`src/rtl/core/image_block_downscaler_defines.svh`:
```
// assertion macros shared by the block
`ifndef IMAGE_BLOCK_DOWNSCALER_DEFINES_SVH
`define IMAGE_BLOCK_DOWNSCALER_DEFINES_SVH

// same-cycle implication, checked while out of reset
`define DSC_ASSERT_NOW(label, ante, cons, msg) \
	label: assert property (@(posedge clk) disable iff (!arst_n) (ante) |-> (cons)) \
		else $error(msg);

// next-cycle implication, checked while out of reset
`define DSC_ASSERT_NEXT(label, ante, cons, msg) \
	label: assert property (@(posedge clk) disable iff (!arst_n) (ante) |=> (cons)) \
		else $error(msg);

`endif

```
`src/rtl/core/dsc_pkg.sv`:
```
package dsc_pkg;

	localparam int MAX_WIDTH   = 4096;
	localparam int MAX_FACTOR  = 16;
	localparam int SUM_ENTRIES = MAX_WIDTH / 2;
	localparam int ADDR_W      = $clog2(SUM_ENTRIES);
	localparam int COL_W       = 12;
	localparam int ROW_W       = 13;
	localparam int OUT_DIM_W   = 12;
	localparam int BLK_W       = 4;
	localparam int FAC_W       = 5;
	localparam int DIM_W       = 13;
	localparam int SUM_W       = 16;
	localparam int PIX_W       = 8;
	localparam int NUM_CH      = 3;
	localparam int RECIP_W     = 23;
	localparam int RECIP_SHIFT = 24;
	localparam int DIV_STEPS   = DIM_W;
	localparam int APB_AW      = 4;
	localparam int APB_DW      = 32;

	typedef enum logic [1:0] {
		REG_SCALE,
		REG_COLOR,
		REG_WIDTH,
		REG_HEIGHT
	} reg_idx_t;

	typedef enum logic {
		RC_IDLE,
		RC_RUN
	} rc_state_t;

	typedef enum logic [1:0] {
		JOB_COL,
		JOB_ROW,
		JOB_WIDTH,
		JOB_HEIGHT
	} job_t;

	// effective configuration, already clamped
	typedef struct packed {
		logic [FAC_W-1:0] factor;
		logic             rgb;
		logic [DIM_W-1:0] width;
		logic [DIM_W-1:0] height;
	} cfg_t;

	// block geometry from the recompute unit
	typedef struct packed {
		logic                 busy;
		logic                 load;
		logic [ADDR_W-1:0]    ocol;
		logic [BLK_W-1:0]     cib;
		logic [OUT_DIM_W-1:0] orow;
		logic [BLK_W-1:0]     rib;
		logic [OUT_DIM_W-1:0] out_w;
		logic [OUT_DIM_W-1:0] out_h;
	} geom_t;

	// finished block sums on their way to normalization
	typedef struct packed {
		logic [NUM_CH-1:0][SUM_W-1:0] sums;
		logic                         row_end;
		logic                         frame_end;
	} sum_beat_t;

	// reciprocal of the block divisor, scaled by 2^RECIP_SHIFT and rounded up
	function automatic logic [RECIP_W-1:0] recip(input logic [FAC_W-1:0] f);
		logic [RECIP_W-1:0] m;
		unique case (f)
			5'd2:    m = 23'd4194304;
			5'd3:    m = 23'd1048576;
			5'd4:    m = 23'd1048576;
			5'd6:    m = 23'd466034;
			5'd8:    m = 23'd262144;
			5'd10:   m = 23'd167773;
			5'd12:   m = 23'd116509;
			5'd14:   m = 23'd85599;
			5'd16:   m = 23'd65536;
			default: m = '0;
		endcase
		return m;
	endfunction

	// binomial weight as a shift: middle row and column each double
	function automatic logic [1:0] kern_shift(input logic [BLK_W-1:0] cib,
			input logic [BLK_W-1:0] rib);
		logic [1:0] c;
		logic [1:0] r;
		c = (cib == BLK_W'(1)) ? 2'd1 : 2'd0;
		r = (rib == BLK_W'(1)) ? 2'd1 : 2'd0;
		return c + r;
	endfunction

endpackage

```
`src/rtl/core/dsc_cfg_regs.sv`:
```
module dsc_cfg_regs (
	input  logic                       clk,
	input  logic                       arst_n,
	input  logic                       psel,
	input  logic                       penable,
	input  logic                       pwrite,
	input  logic [dsc_pkg::APB_AW-1:0] paddr,
	input  logic [dsc_pkg::APB_DW-1:0] pwdata,
	output logic [dsc_pkg::APB_DW-1:0] prdata,
	output logic                       pready,
	output dsc_pkg::cfg_t              cfg,
	output logic                       cfg_wr
);
	import dsc_pkg::*;

	logic [FAC_W-1:0] scale_q;
	logic             color_q;
	logic [DIM_W-1:0] width_q;
	logic [DIM_W-1:0] height_q;
	reg_idx_t         idx;
	logic             aligned;

	assign pready  = 1'b1;
	assign idx     = reg_idx_t'(paddr[3:2]);
	assign aligned = (paddr[1:0] == 2'b00);
	assign cfg_wr  = psel && penable && pwrite && pready;

	// register writes
	always_ff @(posedge clk or negedge arst_n) begin
		if (!arst_n) begin
			scale_q  <= FAC_W'(2);
			color_q  <= 1'b0;
			width_q  <= DIM_W'(1);
			height_q <= DIM_W'(1);
		end else if (cfg_wr && aligned) begin
			unique case (idx)
				REG_SCALE:  scale_q  <= pwdata[FAC_W-1:0];
				REG_COLOR:  color_q  <= pwdata[0];
				REG_WIDTH:  width_q  <= pwdata[DIM_W-1:0];
				REG_HEIGHT: height_q <= pwdata[DIM_W-1:0];
			endcase
		end
	end

	// read back
	always_comb begin
		prdata = '0;
		if (aligned) begin
			unique case (idx)
				REG_SCALE:  prdata = APB_DW'(scale_q);
				REG_COLOR:  prdata = APB_DW'(color_q);
				REG_WIDTH:  prdata = APB_DW'(width_q);
				REG_HEIGHT: prdata = APB_DW'(height_q);
			endcase
		end
	end

	// clamp to the usable range
	always_comb begin
		priority if (scale_q < FAC_W'(2))
			cfg.factor = FAC_W'(2);
		else if (scale_q > FAC_W'(MAX_FACTOR))
			cfg.factor = FAC_W'(MAX_FACTOR);
		else
			cfg.factor = scale_q;
		priority if (width_q == '0)
			cfg.width = DIM_W'(1);
		else if (width_q > DIM_W'(MAX_WIDTH))
			cfg.width = DIM_W'(MAX_WIDTH);
		else
			cfg.width = width_q;
		cfg.height = (height_q == '0) ? DIM_W'(1) : height_q;
		cfg.rgb    = color_q;
	end

endmodule

```
`config.mk`:
```
export PLATFORM = sky130hd
export DESIGN_NAME = dsc_cfg_regs
export DESIGN_NICKNAME = d
export VERILOG_FILES = /design/src/rtl/core/image_block_downscaler_defines.svh /design/src/rtl/core/dsc_pkg.sv /design/src/rtl/core/dsc_cfg_regs.sv
export SDC_FILE = /design/constraint.sdc
export NUM_CORES = 1
export LEC_CHECK = 0
export BUFFER_PORTS_ARGS = -buffer_cell sky130_fd_sc_hd__clkbuf_2
export CORE_MARGIN = 2
export CORE_UTILIZATION = 35
export CTS_BUF_LIST = sky130_fd_sc_hd__clkbuf_2
export CTS_CLUSTER_SIZE = 30
export DETAILED_ROUTE_END_ITERATION = 8
export PLACE_DENSITY = 0.61
export SETUP_SLACK_MARGIN = 0.3
export SYNTH_ARGS = -nofsm -noshare
export SYNTH_HDL_FRONTEND = slang
export SYNTH_SLANG_ARGS = --single-unit
```
`constraint.sdc`:
```
create_clock -name clk -period 2.25 [get_ports clk]
set_input_delay 0.1125 -clock clk [delete_from_list [all_inputs] [get_ports clk]]
set_output_delay 0.1125 -clock clk [all_outputs]
set_load 0.02 [all_outputs]
```
==> tab_implementation.tex <==
\begin{tabular}{lr}
\hline
Metric & Value \\
\hline
\multicolumn{2}{l}{\textbf{Flow run}} \\
Max-capacitance violation count & 0 \\
\multicolumn{2}{l}{\textbf{Power and ir drop}} \\
Power per cell area & 652.6 mW/mm2 \\
Sum of internal, switching and leakage power & 1.564 mW \\
Largest vdd supply drop & about 0.28 mV \\
Lkg Pwr & around 1.3 nW \\
\multicolumn{2}{l}{\textbf{Floorplan}} \\
Die extent in y & about 80 um \\
Starting density of the core & between 30 and 40\% \\
Horizontal extent of the die & 79.87 um \\
Count of pins on the block boundary & 107 \\
Die outline area & between 0.006 and 0.007 mm2 \\
Area inside the core boundary & 0.005540 mm2 \\
Standard-cell row count & 27 \\
\multicolumn{2}{l}{\textbf{Routing}} \\
ANT nets after route & 0 \\
Total number of vias & about 1500 \\
First-pass detailed-route iteration total & 4 \\
Number of violations reported at the end of detailed-routing iteration 0 & 69 \\
Sum of routed wire length over all layers & roughly 4.7 mm \\
Via-per-instance ratio & between 4 and 5 \\
Count of unresolved DRC violations after routing & 0 \\
Average detailed-routed wire length per instance & 14.95 um \\
\multicolumn{2}{l}{\textbf{Clock network}} \\
Maximum clock insertion buffer count & 2 \\
H-tree lvl count & 2 \\
Number of CTS-inserted buffers & 5 \\
Clock root buffer master & clkbuf\_2 \\
\# Post-CTS Setup Buffers & 0 \\
Clk\_lat worst skew & 0.36 ns \\
Clock-pin slew of the registers on the worst-case setup and hold paths & 0.15 ns \\
CTS tree & yes \\
Clock sinks & 32 \\
\multicolumn{2}{l}{\textbf{Setup path}} \\
Required time at the endpoint of the critical path & about 2.1 ns \\
Endpoint arrival time on the critical path & 1.62 ns \\
Setup slack, reg-to-reg & 1.20 ns \\
Critical path start-end classification & reg2out \\
Crit path launch type & flop \\
Setup crit start & width\_q[8] \\
Worst reg2reg endpoint & width\_q[12] \\
Timing endpoint of the critical path & cfg[13] \\
Max FO, Critical Path & 4 \\
Critical Path Sink Type & output port \\
Cell depth of the worst flop-to-flop path & 1 \\
Worst r2r src & width\_q[12] \\
\multicolumn{2}{l}{\textbf{STA}} \\
Highest Clock Rate & between 500 and 600 MHz \\
Number of setup violations in the final report & 0 \\
Period minus WS final & approximately 1.7 ns \\
Transition time of the tightest slew-check pin & about 0.8 ns \\
Final count of pins violating max slew & 0 \\
Hold Fails Final Rpt & 0 \\
RSZ-0062 raised after global routing & false \\
Relative max-transition margin & between 40\% and 50\% \\
Sum of negative setup slack & 0 ns \\
Final cycle utilization of the critical path & approximately 77\% \\
Worst setup skew after layout & 0 ns \\
\multicolumn{2}{l}{\textbf{Final layout}} \\
Share of cells above drive strength 1 & a little over 50\% \\
Synthesis-to-finish area growth & 18.94\% \\
Antenna cell count & 0 \\
Nets@finish & between 200 and 300 \\
\multicolumn{2}{l}{\textbf{GRT}} \\
Initial antenna violation count & 0 \\
Met3 GRT Util & a little over 3\% \\
All-Layer GR Usage & roughly 15\% \\
Met2 track demand over resource & a little under a quarter \\
Pin count of the biggest net entering global routing & 33 \\
Number of global-route vias before repair & $\sim$1400 \\
Global-route wire length before repair & roughly 7.2 mm \\
Overflow after GRT & 0 \\
Routing layer with the top usage in global route & met2 \\
Global Route met1 Usage & roughly a fifth \\
\multicolumn{2}{l}{\textbf{Logic synthesis}} \\
Distinct cells, synth & 28 \\
Number of warning messages in the yosys log & 0 \\
Proportion of synthesized chip area in sequential cells & approximately 40\% \\
Seq cells post-synth & 32 \\
Netlist area before placement & just over 0.002 mm2 \\
Number of instances in the synthesized netlist & 177 \\
Synthesized area per cell & between 10 and 15 um2 \\
\multicolumn{2}{l}{\textbf{Placed design}} \\
Detailed-placement wirelength estimate & around 3.4 mm \\
Final estimated routing congestion in global placement & between 0.8 and 0.9 \\
Port Buffer Count & 67 \\
\multicolumn{2}{l}{\textbf{Worst hold path}} \\
Tightest Hold Check Type & in2reg \\
\multicolumn{2}{l}{\textbf{Status}} \\
Outcome & complete, no violations \\
\hline
\end{tabular}
## metrics by stage
step	cell area [um2]	worst slack (ns)	utilization, %	hold WS (ns)	cells
2_1_floorplan	2082	1.046	-	-0.1831	195
3_3_place_gp	2217	0.8298	40.02	0.2250	290
3_5_place_dp	2217	0.7961	40.02	0.2489	290
4_1_cts	2396	0.5078	43.25	0.2041	312
5_1_grt	2396	0.4170	43.25	0.2084	312
6_report	2396	0.5210	43.25	0.2273	312
## per-layer routing
| metal | up-vias | share of wire (%) |
|---|---|---|
| met2 | 55 | 48 |
| met1 | 704 | 46 |
| met5 | - | 0 |
| met3 | 4 | 5.0 |
| met4 | 0 | 1.0 |
| li1 | 690 | - |
## sequential cells by signal, summed over array words and instances (netlist names)
| register | flops |
|---|---|
| scale_q | 5 |
| color_q | 1 |
| width_q | 13 |
| height_q | 13 |
## cell usage after synthesis
cell	count	share of area [%]
a22oi_1	12	4.5
clkbuf_1	16	3.0
nor2b_1	13	4.0
nor3_1	2	0.50
nand3_1	1	0.25
buf_4	22	8.2
or2_2	1	0.31
nor2b_4	1	0.68
and2_4	1	0.43
nor2_8	1	0.99
conb_1	2	0.37
buf_8	1	0.75
mux2_4	20	15
a31o_2	1	0.43
dfstp_2	3	3.9
and3_1	1	0.31
buf_2	1	0.25
mux2_2	16	8.9
mux4_2	1	1.1
nor4_1	5	1.6
and2_1	1	0.31
buf_6	4	2.2
nor3b_1	1	0.37
a31oi_1	1	0.31
nand3_4	2	1.7
nor2_1	17	3.2
nand4b_1	1	0.43
dfrtp_1	29	36
## worst min path at each step
stage                     startpoint           to  slack (ns)  cells after the start
after floorplan               arst_n      color_q       -0.18                      0
after global placement        arst_n  height_q[1]        0.23                      1
after detailed placement      arst_n      color_q        0.25                      1
after CTS                   paddr[0]      color_q        0.20                      4
after global routing        paddr[0]      color_q        0.21                      4
final                       paddr[0]      color_q        0.23                      4
## report_power, final
group / switching [mW] / internal, mW / total (mW)
combinational: 0.292 / 0.240 / 0.532
sequential: 0.102 / 0.656 / 0.759
clock: 0.190 / 0.0832 / 0.273
total: 0.584 / 0.979 / 1.56
## kinds of logic (layout without fill, tap and decap cells)
family                 after synthesis  in the layout  share of synthesized area (%)
AOI/OAI and AO/OA                   14             14                          5.218
buffers and inverters               44             89                          14.41
DFF                                 32             32                          39.94
other                                2             20                         0.3728
muxes                               37             37                          24.97
and+or+nand+nor                     48             48                          15.09
## worst max-delay path, stage by stage, from the launching register on
cell	delay [ns]
dfrtp_1	0.45
nor4_1	0.35
a31oi_1	0.17
nor2_1	0.11
clkbuf_2	0.18
## cell type report
cell class	count	area, um2
Clock inverter	1	3.754
Multi-Input combinational cell	119	987.2
Sequential cell	32	804.5
Fill cell	548	3144
Clock buffer	7	35.03
Tap cell	72	90.09
Timing Repair Buffer	81	475.5
## cells in the final DEF, fill, tap and decap left out
cell,n
mux2_4,20
nor2b_1,13
mux4_2,1
dfrtp_1,29
nor3b_1,1
dlygate4sd3_1,14
nor2_1,17
a31oi_1,1
or2_2,1
nand4b_1,1
dfstp_2,3
a31o_2,1
conb_1,20
and2_4,1
nor2_8,1
and3_1,1
clkbuf_2,74
clkinv_1,1
nand3_1,1
nor3_1,2
and2_1,1
a22oi_1,12
nand3_4,2
nor4_1,5
mux2_2,16
nor2b_4,1
## what timing repair did
action | 4_1_cts | 5_1_grt
hold buffers | 14 | 0
endpoints found under the hold margin | 54 | 0
gates resized for setup | 0 | 0
Power figures use the tool's default switching activity.
