==> config.mk <==
export PLATFORM = sky130hd
export DESIGN_NAME = dsc_scale_flat
export DESIGN_NICKNAME = d
export VERILOG_FILES = /design/src/rtl/core/image_block_downscaler_defines.svh /design/src/rtl/core/dsc_pkg.sv /design/src/rtl/core/dsc_if.sv /design/src/rtl/core/dsc_scale.sv /design/src/flat_wrapper.sv
export SDC_FILE = /design/constraint.sdc
export NUM_CORES = 2
export LEC_CHECK = 0
export BUFFER_PORTS_ARGS = -buffer_cell sky130_fd_sc_hd__buf_4
export CAP_MARGIN = 10
export CORE_UTILIZATION = 50
export CTS_BUF_LIST = sky130_fd_sc_hd__clkbuf_2
export CTS_CLUSTER_DIAMETER = 200
export CTS_CLUSTER_SIZE = 24
export DETAILED_ROUTE_END_ITERATION = 16
export PLACE_DENSITY = 0.68
export REMOVE_ABC_BUFFERS = 1
export SYNTH_ARGS = -nofsm -noshare
export SYNTH_HDL_FRONTEND = slang
export SYNTH_SLANG_ARGS = --single-unit
==> constraint.sdc <==
create_clock -name clk -period 6.68 [get_ports clk]
set_input_delay 1.002 -clock clk [delete_from_list [all_inputs] [get_ports clk]]
set_output_delay 1.002 -clock clk [all_outputs]
set_load 0.01 [all_outputs]
==> src/rtl/core/image_block_downscaler_defines.svh <==
// assertion macros shared by the block
`ifndef IMAGE_BLOCK_DOWNSCALER_DEFINES_SVH
`define IMAGE_BLOCK_DOWNSCALER_DEFINES_SVH

// same-cycle implication, checked while out of reset
`define DSC_ASSERT_NOW(label, ante, cons, msg) \
	label: assert property (@(posedge clk) disable iff (!arst_n) (ante) |-> (cons)) \
		else $error(msg);

// next-cycle implication, checked while out of reset
`define DSC_ASSERT_NEXT(label, ante, cons, msg) \
	label: assert property (@(posedge clk) disable iff (!arst_n) (ante) |=> (cons)) \
		else $error(msg);

`endif

==> src/rtl/core/dsc_pkg.sv <==
package dsc_pkg;

	localparam int MAX_WIDTH   = 4096;
	localparam int MAX_FACTOR  = 16;
	localparam int SUM_ENTRIES = MAX_WIDTH / 2;
	localparam int ADDR_W      = $clog2(SUM_ENTRIES);
	localparam int COL_W       = 12;
	localparam int ROW_W       = 13;
	localparam int OUT_DIM_W   = 12;
	localparam int BLK_W       = 4;
	localparam int FAC_W       = 5;
	localparam int DIM_W       = 13;
	localparam int SUM_W       = 16;
	localparam int PIX_W       = 8;
	localparam int NUM_CH      = 3;
	localparam int RECIP_W     = 23;
	localparam int RECIP_SHIFT = 24;
	localparam int DIV_STEPS   = DIM_W;
	localparam int APB_AW      = 4;
	localparam int APB_DW      = 32;

	typedef enum logic [1:0] {
		REG_SCALE,
		REG_COLOR,
		REG_WIDTH,
		REG_HEIGHT
	} reg_idx_t;

	typedef enum logic {
		RC_IDLE,
		RC_RUN
	} rc_state_t;

	typedef enum logic [1:0] {
		JOB_COL,
		JOB_ROW,
		JOB_WIDTH,
		JOB_HEIGHT
	} job_t;

	// effective configuration, already clamped
	typedef struct packed {
		logic [FAC_W-1:0] factor;
		logic             rgb;
		logic [DIM_W-1:0] width;
		logic [DIM_W-1:0] height;
	} cfg_t;

	// block geometry from the recompute unit
	typedef struct packed {
		logic                 busy;
		logic                 load;
		logic [ADDR_W-1:0]    ocol;
		logic [BLK_W-1:0]     cib;
		logic [OUT_DIM_W-1:0] orow;
		logic [BLK_W-1:0]     rib;
		logic [OUT_DIM_W-1:0] out_w;
		logic [OUT_DIM_W-1:0] out_h;
	} geom_t;

	// finished block sums on their way to normalization
	typedef struct packed {
		logic [NUM_CH-1:0][SUM_W-1:0] sums;
		logic                         row_end;
		logic                         frame_end;
	} sum_beat_t;

	// reciprocal of the block divisor, scaled by 2^RECIP_SHIFT and rounded up
	function automatic logic [RECIP_W-1:0] recip(input logic [FAC_W-1:0] f);
		logic [RECIP_W-1:0] m;
		unique case (f)
			5'd2:    m = 23'd4194304;
			5'd3:    m = 23'd1048576;
			5'd4:    m = 23'd1048576;
			5'd6:    m = 23'd466034;
			5'd8:    m = 23'd262144;
			5'd10:   m = 23'd167773;
			5'd12:   m = 23'd116509;
			5'd14:   m = 23'd85599;
			5'd16:   m = 23'd65536;
			default: m = '0;
		endcase
		return m;
	endfunction

	// binomial weight as a shift: middle row and column each double
	function automatic logic [1:0] kern_shift(input logic [BLK_W-1:0] cib,
			input logic [BLK_W-1:0] rib);
		logic [1:0] c;
		logic [1:0] r;
		c = (cib == BLK_W'(1)) ? 2'd1 : 2'd0;
		r = (rib == BLK_W'(1)) ? 2'd1 : 2'd0;
		return c + r;
	endfunction

endpackage

==> src/rtl/core/dsc_if.sv <==


interface dsc_out_if;
	logic       valid;
	logic       ready;
	logic [7:0] out_red_or_gray;
	logic [7:0] out_green;
	logic [7:0] out_blue;
	logic       row_end;
	logic       frame_end;

	modport source (output valid, out_red_or_gray, out_green, out_blue, row_end,
		frame_end, input ready);
	modport sink (input valid, out_red_or_gray, out_green, out_blue, row_end,
		frame_end, output ready);
endinterface

==> src/rtl/core/dsc_scale.sv <==
module dsc_scale (
	input  logic               clk,
	input  logic               arst_n,
	input  dsc_pkg::cfg_t      cfg,
	input  logic               beat_valid,
	output logic               beat_ready,
	input  dsc_pkg::sum_beat_t beat,
	dsc_out_if.source          pix_out
);
	import dsc_pkg::*;

	localparam int PROD_W = SUM_W + RECIP_W;

	logic                              s2_valid_q;
	sum_beat_t                         s2_beat;
	logic                              out_valid_q;
	logic [NUM_CH-1:0][PIX_W-1:0]      out_px_q;
	logic                              out_row_end_q;
	logic                              out_frame_end_q;
	logic                              out_free;
	logic [RECIP_W-1:0]                m;
	logic [NUM_CH-1:0][PROD_W-1:0]     prod;

	assign out_free   = !out_valid_q || pix_out.ready;
	assign beat_ready = !s2_valid_q || out_free;
	assign m          = recip(cfg.factor);

	// divide by the block weight through its reciprocal
	always_comb begin
		for (int k = 0; k < NUM_CH; k++)
			prod[k] = PROD_W'(s2_beat.sums[k]) * PROD_W'(m);
	end

	always_ff @(posedge clk or negedge arst_n) begin
		if (!arst_n) begin
			s2_valid_q  <= 1'b0;
			out_valid_q <= 1'b0;
		end else begin
			if (beat_ready)
				s2_valid_q <= beat_valid;
			if (out_free)
				out_valid_q <= s2_valid_q;
		end
	end

	always_ff @(posedge clk) begin
		if (beat_ready && beat_valid)
			s2_beat <= beat;
		if (out_free && s2_valid_q) begin
			for (int k = 0; k < NUM_CH; k++)
				out_px_q[k] <= prod[k][RECIP_SHIFT +: PIX_W];
			out_row_end_q   <= s2_beat.row_end;
			out_frame_end_q <= s2_beat.frame_end;
		end
	end

	assign pix_out.valid           = out_valid_q;
	assign pix_out.out_red_or_gray = out_px_q[0];
	assign pix_out.out_green       = out_px_q[1];
	assign pix_out.out_blue        = out_px_q[2];
	assign pix_out.row_end         = out_row_end_q;
	assign pix_out.frame_end       = out_frame_end_q;

endmodule
==> src/flat_wrapper.sv <==
// flat-port wrapper written by rule: the top's interface ports become plain ports
module dsc_scale_flat import dsc_pkg::*;
  (clk, arst_n, cfg, beat_valid, beat_ready, beat, pix_out_valid, pix_out_out_red_or_gray, pix_out_out_green, pix_out_out_blue, pix_out_row_end, pix_out_frame_end, pix_out_ready);
  dsc_out_if pix_out_i ();
  input  logic clk;
  input  logic arst_n;
  input  dsc_pkg::cfg_t cfg;
  input  logic beat_valid;
  output logic beat_ready;
  input  dsc_pkg::sum_beat_t beat;
  output wire logic [$bits(pix_out_i.valid)-1:0] pix_out_valid;
  output wire logic [$bits(pix_out_i.out_red_or_gray)-1:0] pix_out_out_red_or_gray;
  output wire logic [$bits(pix_out_i.out_green)-1:0] pix_out_out_green;
  output wire logic [$bits(pix_out_i.out_blue)-1:0] pix_out_out_blue;
  output wire logic [$bits(pix_out_i.row_end)-1:0] pix_out_row_end;
  output wire logic [$bits(pix_out_i.frame_end)-1:0] pix_out_frame_end;
  input wire logic [$bits(pix_out_i.ready)-1:0] pix_out_ready;
  assign pix_out_valid = pix_out_i.valid;
  assign pix_out_out_red_or_gray = pix_out_i.out_red_or_gray;
  assign pix_out_out_green = pix_out_i.out_green;
  assign pix_out_out_blue = pix_out_i.out_blue;
  assign pix_out_row_end = pix_out_i.row_end;
  assign pix_out_frame_end = pix_out_i.frame_end;
  assign pix_out_i.ready = pix_out_ready;
  dsc_scale u_core (.clk(clk), .arst_n(arst_n), .cfg(cfg), .beat_valid(beat_valid), .beat_ready(beat_ready), .beat(beat), .pix_out(pix_out_i));
endmodule
==> flow_summary.json <==
{
  "area_growth_pct": 21.0,
  "synth_most_common_cell": "inv_1",
  "path_class": "in -> reg",
  "cp-start-kind": "input port",
  "clock-root-buffer": "clkbuf_2",
  "ys_seq_area_frac": 0.0815,
  "hold_viol": 0,
  "end_kind": "flop",
  "routed_wl_mm": 79.0,
  "syn_area_um2": 28600,
  "timing.rr.start": "u_core.s2_beat[44]$_DFFE_PP_",
  "grt_pass1_wl_mm": 126,
  "syn_avg_cell_area_um2": 9.51,
  "hold_depth": 1,
  "rsz0062_at_grt": "true",
  "die_h_um": 241,
  "first_global_vias": 23900,
  "min-delay-start": "beat[8]",
  "rrSetupSlack_ns": 0.04,
  "r2r-end": "u_core.pix_out.out_blue[7]$_DFFE_PP_",
  "slowest_stage": "fa_1",
  "clock_path_buffers": 2,
  "nNetsFinal": 4548,
  "ant_nets": 0,
  "placement.io_buffers": 86,
  "fin_setup_tns_ns": -0.0921,
  "synth_warnings": 0,
  "cpPeakStageDelay_ns": 0.57,
  "h-tree-depth": 3,
  "irDropWorstVdd_mv": 0.0958,
  "dieArea_um2": 58200,
  "hp-class": "in -> reg",
  "numCtsBuffers": 9,
  "synth_seq_cells": 78,
  "timing.max_cap.violations": 0,
  "final_layout_size_suffix_gt1_frac": 0.209,
  "first_pass_iters": 5,
  "synth_area_leader_cell": "fa_1",
  "synth_flop_cell": "edfxtp_1",
  "violations": "negative setup slack",
  "clkTransAtPathRegs_ns": 0.35,
  "grt-ovfl-total": 0,
  "cp_common_cell": "fa_1",
  "core-area_um2": 56500,
  "yosys.area.top_type_share": 0.453,
  "synth_edf_count": 76,
  "ys_types": 66,
  "dpl.hpwl_mm": 68.0,
  "yosys-top-cells-count": "inv_1, fa_1, ha_1",
  "insertion_delay_ns": 0.76,
  "worstMarginPinSlew_ns": 0.817,
  "power_uw": 2770,
  "whs_endpoint": "u_core.s2_beat[8]$_DFFE_PP_",
  "num_rows": 87,
  "max_freq_mhz": 148,
  "ios": 114,
  "fin_crit_ns": 6.77,
  "powerDensity_nw_per_um2": 80.1,
  "synth.area.top_cells": "fa_1, ha_1, inv_1, edfxtp_1, and2_1",
  "num_vias": 21100,
  "fin_ws_ns": -0.0921,
  "drtIter0Drc": 1067,
  "cts_tree": "done",
  "slew_viol_final": 0,
  "routedWlPerCell_um": 18.7,
  "postSynth.asyncResetShare": 0.0256,
  "final.setup_skew_ns": 0.0809,
  "path_max_fanout": 6,
  "initial_core_util": 0.507,
  "synthCells": 3009,
  "viasPerCell": 5.00,
  "period_share": 1.01,
  "power_leakage_uw": 0.0191,
  "status": "finished with violations",
  "critPathRequiredTime_ns": 7.15,
  "die_w_um": 241,
  "setup_viol": 1,
  "relSlewSlack": 0.455,
  "cts.sinks": 78,
  "critical_path_arrival_ns": 7.24,
  "drc_errors": 0,
  "rr_worst_depth": 23,
  "antenna_found_initial": 2,
  "grt_usage": 0.288,
  "grt_max_degree": 39,
  "routabilityCongestion": 0.992
}
-- sequential cells by signal, summed over array words and instances, names as in the netlist --
| register | count |
|---|---|
| u_core.pix_out.frame_end | 1 |
| u_core.pix_out.out_blue | 8 |
| u_core.pix_out.out_green | 8 |
| u_core.pix_out.out_red_or_gray | 8 |
| u_core.pix_out.row_end | 1 |
| u_core.pix_out.valid | 1 |
| u_core.s2_beat | 50 |
| u_core.s2_valid_q | 1 |
-- layout make-up --
| cell class | instances | area (um2) |
|---|---|---|
| multi-input cells | 1849 | 23000 |
| fillers | 4774 | 21900 |
| repair buffers | 539 | 4600 |
| inverters | 974 | 3660 |
| flip-flops and latches | 78 | 2330 |
| well taps | 756 | 946 |
| clock buffers | 10 | 50.0 |
| clock inverters | 6 | 43.8 |
| diodes | 2 | 5.00 |
-- critical path, delay by kind of cell --
kind	cells	cell delay, ns
adder cells (fa/ha/maj)	7	3.36
AO/OA/AOI/OAI	5	1.14
buffers and inverters	7	0.84
AND/OR/NAND/NOR	6	0.90
-- layer usage --
layer | global-route usage | share of wire
met2 | 0.476 | 0.48
met5 | 0 | 0
met4 | 0.114 | 0.040
met3 | 0.0435 | 0.065
met1 | 0.380 | 0.41
-- repair_timing --
action / in CTS / in global routing
pin swaps: 51 / 85
hold buffers: 1 / 0
setup buffers: 10 / 35
endpoints found under the hold margin: 2 / 0
endpoints found under the setup margin: 21 / 23
resized for setup: 90 / 163
cloned: 1 / 3
-- worst max-delay path by stage --
stage	from	to	slack (ns)	cells past startpoint
6_report	cfg[31]	u_core.pix_out.out_blue[7]$_DFFE_PP_	-0.09	25
5_1_grt	cfg[31]	u_core.pix_out.out_blue[7]$_DFFE_PP_	-0.20	25
4_1_cts	cfg[28]	u_core.pix_out.out_blue[7]$_DFFE_PP_	-0.02	30
3_5_place_dp	cfg[31]	u_core.pix_out.out_blue[7]$_DFFE_PP_	-1.34	25
3_3_place_gp	cfg[30]	u_core.pix_out.out_green[7]$_DFFE_PP_	-1.14	26
2_1_floorplan	cfg[29]	u_core.pix_out.out_green[6]$_DFFE_PP_	-2.48	22
-- through the flow --
stage	hold slack, ns	area (um2)	instances	util	setup slack [ns]
2_1_floorplan	0.400	28200	2901	-	-2.48
3_3_place_gp	0.401	33000	4149	0.585	-1.14
3_5_place_dp	0.418	33000	4149	0.585	-1.34
4_1_cts	0.337	33600	4177	0.595	-0.0190
5_1_grt	0.352	34600	4214	0.613	-0.204
6_report	0.382	34600	4214	0.613	-0.0921
-- power breakdown --
part / internal [uW] / switching (uW) / total [uW]
combinational: 834 / 987 / 1820
sequential: 598 / 72.9 / 671
clock: 54.6 / 228 / 282
total: 1490 / 1290 / 2770
-- cell families after synthesis --
| family | Yosys count | synth area share |
|---|---|---|
| AND/OR/NAND/NOR | 646 | 0.113 |
| XOR/XNOR | 59 | 0.0185 |
| buffers and inverters | 1082 | 0.142 |
| flip-flops | 78 | 0.0815 |
| adder cells (fa/ha/maj) | 1011 | 0.612 |
| AO/OA/AOI/OAI | 133 | 0.0323 |
-- cell usage in the layout, fill, tap and decap left out, types with 10 or more instances in the layout --
master | netlist | final
edfxtp_1 | 76 | 76
xor2_1 | 19 | 19
buf_12 | 0 | 23
ha_4 | 0 | 14
nand2_2 | 1 | 22
fa_1 | 648 | 629
nand2_1 | 290 | 264
buf_4 | 1 | 475
inv_1 | 973 | 951
nor2_1 | 29 | 17
inv_2 | 1 | 22
buf_6 | 0 | 22
a21oi_1 | 34 | 22
nand3_1 | 15 | 11
clkbuf_2 | 2 | 10
fa_2 | 0 | 19
and2_1 | 244 | 239
xnor2_1 | 39 | 38
buf_8 | 0 | 14
ha_1 | 363 | 346
a21o_1 | 27 | 27
Power figures use the tool's default switching activity.
