==> src/rtl/core/image_block_downscaler_defines.svh <==
// assertion macros shared by the block
`ifndef IMAGE_BLOCK_DOWNSCALER_DEFINES_SVH
`define IMAGE_BLOCK_DOWNSCALER_DEFINES_SVH

// same-cycle implication, checked while out of reset
`define DSC_ASSERT_NOW(label, ante, cons, msg) \
	label: assert property (@(posedge clk) disable iff (!arst_n) (ante) |-> (cons)) \
		else $error(msg);

// next-cycle implication, checked while out of reset
`define DSC_ASSERT_NEXT(label, ante, cons, msg) \
	label: assert property (@(posedge clk) disable iff (!arst_n) (ante) |=> (cons)) \
		else $error(msg);

`endif

==> src/rtl/core/dsc_pkg.sv <==
package dsc_pkg;

	localparam int MAX_WIDTH   = 4096;
	localparam int MAX_FACTOR  = 16;
	localparam int SUM_ENTRIES = MAX_WIDTH / 2;
	localparam int ADDR_W      = $clog2(SUM_ENTRIES);
	localparam int COL_W       = 12;
	localparam int ROW_W       = 13;
	localparam int OUT_DIM_W   = 12;
	localparam int BLK_W       = 4;
	localparam int FAC_W       = 5;
	localparam int DIM_W       = 13;
	localparam int SUM_W       = 16;
	localparam int PIX_W       = 8;
	localparam int NUM_CH      = 3;
	localparam int RECIP_W     = 23;
	localparam int RECIP_SHIFT = 24;
	localparam int DIV_STEPS   = DIM_W;
	localparam int APB_AW      = 4;
	localparam int APB_DW      = 32;

	typedef enum logic [1:0] {
		REG_SCALE,
		REG_COLOR,
		REG_WIDTH,
		REG_HEIGHT
	} reg_idx_t;

	typedef enum logic {
		RC_IDLE,
		RC_RUN
	} rc_state_t;

	typedef enum logic [1:0] {
		JOB_COL,
		JOB_ROW,
		JOB_WIDTH,
		JOB_HEIGHT
	} job_t;

	// effective configuration, already clamped
	typedef struct packed {
		logic [FAC_W-1:0] factor;
		logic             rgb;
		logic [DIM_W-1:0] width;
		logic [DIM_W-1:0] height;
	} cfg_t;

	// block geometry from the recompute unit
	typedef struct packed {
		logic                 busy;
		logic                 load;
		logic [ADDR_W-1:0]    ocol;
		logic [BLK_W-1:0]     cib;
		logic [OUT_DIM_W-1:0] orow;
		logic [BLK_W-1:0]     rib;
		logic [OUT_DIM_W-1:0] out_w;
		logic [OUT_DIM_W-1:0] out_h;
	} geom_t;

	// finished block sums on their way to normalization
	typedef struct packed {
		logic [NUM_CH-1:0][SUM_W-1:0] sums;
		logic                         row_end;
		logic                         frame_end;
	} sum_beat_t;

	// reciprocal of the block divisor, scaled by 2^RECIP_SHIFT and rounded up
	function automatic logic [RECIP_W-1:0] recip(input logic [FAC_W-1:0] f);
		logic [RECIP_W-1:0] m;
		unique case (f)
			5'd2:    m = 23'd4194304;
			5'd3:    m = 23'd1048576;
			5'd4:    m = 23'd1048576;
			5'd6:    m = 23'd466034;
			5'd8:    m = 23'd262144;
			5'd10:   m = 23'd167773;
			5'd12:   m = 23'd116509;
			5'd14:   m = 23'd85599;
			5'd16:   m = 23'd65536;
			default: m = '0;
		endcase
		return m;
	endfunction

	// binomial weight as a shift: middle row and column each double
	function automatic logic [1:0] kern_shift(input logic [BLK_W-1:0] cib,
			input logic [BLK_W-1:0] rib);
		logic [1:0] c;
		logic [1:0] r;
		c = (cib == BLK_W'(1)) ? 2'd1 : 2'd0;
		r = (rib == BLK_W'(1)) ? 2'd1 : 2'd0;
		return c + r;
	endfunction

endpackage

==> src/rtl/core/dsc_recalc.sv <==
module dsc_recalc (
	input  logic                      clk,
	input  logic                      arst_n,
	input  dsc_pkg::cfg_t             cfg,
	input  logic                      cfg_wr,
	input  logic [dsc_pkg::COL_W-1:0] col_pos,
	input  logic [dsc_pkg::ROW_W-1:0] row_pos,
	output dsc_pkg::geom_t            geom
);
	import dsc_pkg::*;

	rc_state_t            state_q;
	rc_state_t            state_d;
	job_t                 job_q;
	job_t                 job_next;
	logic [3:0]           bit_q;
	logic [DIM_W-1:0]     dvd_q;
	logic [BLK_W-1:0]     rem_q;
	logic [DIM_W-1:0]     quot_q;
	logic [FAC_W-1:0]     shifted;
	logic                 ge;
	logic [BLK_W-1:0]     rem_n;
	logic [DIM_W-1:0]     quot_n;
	logic                 job_done;
	logic [ADDR_W-1:0]    ocol_q;
	logic [BLK_W-1:0]     cib_q;
	logic [OUT_DIM_W-1:0] orow_q;
	logic [BLK_W-1:0]     rib_q;
	logic [OUT_DIM_W-1:0] out_w_q;
	logic [OUT_DIM_W-1:0] out_h_q;
	logic                 busy;
	logic                 load;

	// dividend for each job
	function automatic logic [DIM_W-1:0] dividend(input job_t j, input cfg_t c,
			input logic [COL_W-1:0] cp, input logic [ROW_W-1:0] rp);
		logic [DIM_W-1:0] d;
		unique case (j)
			JOB_COL:    d = DIM_W'(cp);
			JOB_ROW:    d = rp;
			JOB_WIDTH:  d = c.width;
			JOB_HEIGHT: d = c.height;
		endcase
		return d;
	endfunction

	// one restoring division step
	assign shifted  = {rem_q, dvd_q[DIM_W-1]};
	assign ge       = (shifted >= cfg.factor);
	assign rem_n    = ge ? BLK_W'(shifted - cfg.factor) : shifted[BLK_W-1:0];
	assign quot_n   = {quot_q[DIM_W-2:0], ge};
	assign job_done = (bit_q == 4'(DIV_STEPS - 1));

	always_comb begin
		unique case (job_q)
			JOB_COL:    job_next = JOB_ROW;
			JOB_ROW:    job_next = JOB_WIDTH;
			JOB_WIDTH:  job_next = JOB_HEIGHT;
			JOB_HEIGHT: job_next = JOB_COL;
		endcase
	end

	// next state
	always_comb begin
		state_d = state_q;
		unique case (state_q)
			RC_IDLE: if (cfg_wr) state_d = RC_RUN;
			RC_RUN: begin
				if (!cfg_wr && job_done && job_q == JOB_HEIGHT)
					state_d = RC_IDLE;
			end
		endcase
	end

	// outputs
	always_comb begin
		busy = 1'b0;
		load = 1'b0;
		unique case (state_q)
			RC_IDLE: busy = 1'b0;
			RC_RUN: begin
				busy = 1'b1;
				load = !cfg_wr && job_done && (job_q == JOB_HEIGHT);
			end
		endcase
	end

	always_ff @(posedge clk or negedge arst_n) begin
		if (!arst_n)
			state_q <= RC_IDLE;
		else
			state_q <= state_d;
	end

	// division sequencer, four jobs of one bit per cycle
	always_ff @(posedge clk or negedge arst_n) begin
		if (!arst_n) begin
			job_q   <= JOB_COL;
			bit_q   <= '0;
			ocol_q  <= '0;
			cib_q   <= '0;
			orow_q  <= '0;
			rib_q   <= '0;
			out_w_q <= '0;
			out_h_q <= '0;
		end else if (cfg_wr) begin
			job_q <= JOB_COL;
			bit_q <= '0;
		end else if (state_q == RC_RUN) begin
			if (job_done) begin
				unique case (job_q)
					JOB_COL: begin
						ocol_q <= quot_n[ADDR_W-1:0];
						cib_q  <= rem_n;
					end
					JOB_ROW: begin
						orow_q <= quot_n[OUT_DIM_W-1:0];
						rib_q  <= rem_n;
					end
					JOB_WIDTH:  out_w_q <= quot_n[OUT_DIM_W-1:0];
					JOB_HEIGHT: out_h_q <= quot_n[OUT_DIM_W-1:0];
				endcase
				job_q <= job_next;
				bit_q <= '0;
			end else begin
				bit_q <= bit_q + 4'd1;
			end
		end
	end

	// datapath of the divider
	always_ff @(posedge clk) begin
		if (cfg_wr) begin
			dvd_q  <= dividend(JOB_COL, cfg, col_pos, row_pos);
			rem_q  <= '0;
			quot_q <= '0;
		end else if (job_done) begin
			dvd_q  <= dividend(job_next, cfg, col_pos, row_pos);
			rem_q  <= '0;
			quot_q <= '0;
		end else begin
			dvd_q  <= {dvd_q[DIM_W-2:0], 1'b0};
			rem_q  <= rem_n;
			quot_q <= quot_n;
		end
	end

	always_comb begin
		geom.busy  = busy;
		geom.load  = load;
		geom.ocol  = ocol_q;
		geom.cib   = cib_q;
		geom.orow  = orow_q;
		geom.rib   = rib_q;
		geom.out_w = out_w_q;
		geom.out_h = out_h_q;
	end

endmodule

==> config.mk <==
export PLATFORM = sky130hd
export DESIGN_NAME = dsc_recalc
export DESIGN_NICKNAME = d
export VERILOG_FILES = /design/src/rtl/core/image_block_downscaler_defines.svh /design/src/rtl/core/dsc_pkg.sv /design/src/rtl/core/dsc_recalc.sv
export SDC_FILE = /design/constraint.sdc
export NUM_CORES = 1
export LEC_CHECK = 0
export BUFFER_PORTS_ARGS = -buffer_cell sky130_fd_sc_hd__buf_4
export CORE_MARGIN = 2
export CORE_UTILIZATION = 51
export CTS_CLUSTER_SIZE = 8
export DETAILED_ROUTE_END_ITERATION = 12
export HOLD_SLACK_MARGIN = 0.06
export PLACE_DENSITY = 0.83
export SLEW_MARGIN = 20
export SYNTH_ARGS = -nofsm -noshare
export SYNTH_HDL_FRONTEND = slang
export SYNTH_SLANG_ARGS = --single-unit
==> constraint.sdc <==
create_clock -name clk -period 2.4 [get_ports clk]
set_clock_uncertainty 0.05 [all_clocks]
set_input_delay 0.24 -clock clk [delete_from_list [all_inputs] [get_ports clk]]
set_output_delay 0.24 -clock clk [all_outputs]
set_load 0.01 [all_outputs]
==> results.tsv <==
stage	metric	value	unit
status	status	complete, no violations	
global_routing	gr usage total	23.82	%
place	Port-buffer cells	115	
worst_setup_path	worst-path cell chain	inv_1 > ha_2 > and3_4 > nand2_2 > nor3b_4 > buf_6 > buf_4	
die	starting density of the core	53.29	%
timing	final worst path period share	91.52	%
layout	nets@finish	581	
cts	CTS buffer count	9	
worst_setup_path	R2R Setup Slk	0.33	ns
cts	htree depth	3	
cts	Reg clk slew, reported paths	0.09	ns
global_routing	vias in the first global route	3282	
layout	share of cells above drive strength 1	34.51	%
drt	WL per Instance	15.87	um
timing	Tightest Pin Transition	0.7708	ns
die	Core ar.	0.007331	mm2
timing	fmax	0.4553	GHz
worst_setup_path	Setup CP Type	flop to primary output	
power	total power	0.003124	W
synth	post-synthesis sequential area ratio	54.07	%
synth	Mapped Cells	376	
timing	RSZ-0062 raised after global routing	no	
worst_setup_path	Crit-path slowest cell	dfrtp_1	
synth	Synth Register Bits	90	
timing	setup TNS	0	ns
worst_hold_path	HP Start	row_pos[0]	
timing	# setup viols final	0	
synth	Post-Syn Area	0.003906	mm2
synth	Net Count, Synth	452	
worst_setup_path	crit path capture type	primary output	
drt	Pre-antenna DRT Iters	5	
timing	slack of the critical path	0.2036	ns
place	Final Wtd Congestion	0.8333	
worst_setup_path	CP arrival	1.91	ns
timing	Final min period	2.196	ns
drt	Routed Antenna Nets	0	
cts	worst-case clock buffer depth	2	
power	pwr/cell area	596.0	mW/mm2
global_routing	grt ovf	0	
drt	final WL	9.664	mm
cts	CTS tree	done	
layout	area grow syn2layout	34.18	%
drt	Vias/cell	5.335	
worst_setup_path	Worst EP required	2.11	ns
cts	clock sinks	90	
worst_setup_path	R2R Path Start	bit_q[0]	
timing	Fin. Hold Viols	0	
run	Max-cap violations	0	
global_routing	initial antenna violation count	0	
global_routing	largest net degree at the start of global routing	63	
die	Die H	91.52	um
global_routing	first-pass GRT wire length	15.65	mm
worst_setup_path	CP Launch Point	bit_q[0]	
die	Std-Cell Rows	31	
die	Top Ports	117	
drt	# DRC	0	
place	DP Wirelength	6.292	mm
timing	Slew Viols, Final	0	
synth	YS warnings	0	
synth	synth top area cells	dfrtp_1 (40%), dfxtp_1 (14%), nand2_1 (8.2%)	
power	Peak supply drop	0.3026	mV
timing	Slew HR	48.61	%
power	Leak	2.748	nW
worst_setup_path	nature of the critical path startpoint	flop	
synth	Mean Syn Cell Area	10.39	um2
die	die footprint	0.008375	mm2
place	Place WS	0.3575	ns
cts	Clk Latency, worst-skew pair	0.36	ns
cts	Root Driver	clkbuf_8	
synth	synth unique cells	33	
drt	1st-iter DRT viols	211	
layout	Final Core Density	71.50	%
synth	top cell type by total area after synthesis	dfrtp_1	
worst_hold_path	HP Class	input port to flop	
layout	ANT cells	0	
worst_setup_path	worst-path fanout max	8	
drt	Vias	3249	
die	die width	91.52	um
synth	top-area cell type share of the netlist area	39.72	%
worst_setup_path	Slowest Stage Delay on Critical Path	0.41	ns
[layout by cell type (no fill, tap or decap), drive strengths merged, types with 3 or more instances in the layout]
| master | netlist | routed |
|---|---|---|
| mux2 | 27 | 27 |
| ha | 15 | 15 |
| mux2i | 3 | 3 |
| dlygate4sd3 | 0 | 13 |
| nor2 | 31 | 31 |
| o21ai | 20 | 20 |
| dfxtp | 28 | 28 |
| bufinv | 0 | 3 |
| xnor2 | 3 | 3 |
| nand2b | 3 | 3 |
| dfrtp | 62 | 62 |
| inv | 11 | 12 |
| clkbuf | 12 | 9 |
| and2 | 13 | 13 |
| clkinv | 0 | 3 |
| a21oi | 24 | 24 |
| nand2 | 87 | 87 |
| a222oi | 13 | 13 |
| buf | 8 | 125 |
[worst max-delay path: cells and delay by family, from the launching register on]
family | cells | cell delay (ns)
and+or+nand+nor | 3 | 0.51
adders and majority gates | 1 | 0.22
buffers and inverters | 3 | 0.39
DFF | 1 | 0.41
[synthesized netlist by cell type]
cell       instances
a211oi_1           2
a21o_1             2
a21oi_1           23
a21oi_2            1
a222oi_1          13
and2_1            13
and3_4             1
buf_4              6
buf_6              2
clkbuf_1          12
dfrtp_1           62
dfxtp_1           28
fa_1               1
ha_1              15
inv_1             11
mux2_2            19
mux2_4             8
mux2i_1            3
nand2_1           85
nand2_2            2
nand2b_1           3
nand3_2            1
nand3b_1           1
nand4_1            2
nor2_1            31
nor3b_4            2
o21ai_0           18
o21ai_1            2
o21bai_1           1
o2bb2ai_1          1
o31ai_1            1
or4_1              1
xnor2_1            3
[logic make-up after synthesis]
family	synth area share, %
buf+inv	3.940
simple gates	16.24
compound gates	10.44
flops	54.07
xor+xnor	0.6728
fa+ha+maj	5.317
mux	9.321
[power by group]
group	leakage [nW]	internal (W)	switching [W]	total [W]
Sequential	1.09	0.00155	0.0000213	0.00157
Combinational	1.53	0.000150	0.000141	0.000291
Clock	0.124	0.000701	0.000565	0.00127
[stage by stage]
| stage | cells | hold WS (ns) | instance area [um2] |
|---|---|---|---|
| after global placement | 574 | 0.3038 | 4811 |
| after global routing | 609 | 0.1726 | 5241 |
| after CTS | 603 | 0.1598 | 5190 |
| final | 609 | 0.1685 | 5241 |
| after floorplan | 376 | -0.1056 | 3906 |
| after detailed placement | 574 | 0.3095 | 4811 |
[final cells by class]
cell class	count	area, um2
clock inverters	7	125.1
multi-input cells	255	1643
inverters	11	41.29
clock buffers	9	123.9
fillers	518	2090
repair buffers	138	1072
flip-flops and latches	90	2112
well taps	99	123.9
[repair_timing]
action,in CTS,in global routing
endpoints found under the hold margin,74,0
endpoints found under the setup margin,0,1
resized for setup,0,2
setup buffers,0,6
hold buffers,13,0
[routing by layer]
metal	track usage [%]	share of wire (%)
met5	0	0
met4	7.828	1.5
met3	5.892	6.0
met2	42.03	52
met1	28.31	41
[worst paths after layout]
check / endpoint / depth (start not counted)
worst max-delay path: geom[55] / 7
worst min-delay path: dvd_q[0] / 3
worst max register to register: out_h_q[9] / 8
worst min register to register: orow_q[11] / 2
max in group asynchronous: job_q[0] / 2
min in group asynchronous: out_h_q[0] / 2
[registers in the layout, indices dropped and copies added (netlist names)]
register / flops
job_q: 2
bit_q: 4
dvd_q: 13
quot_q: 11
orow_q: 12
cib_q: 4
rem_q: 4
ocol_q: 11
rib_q: 4
out_w_q: 12
state_q: 1
out_h_q: 12
(Power assumes the default switching activity.)
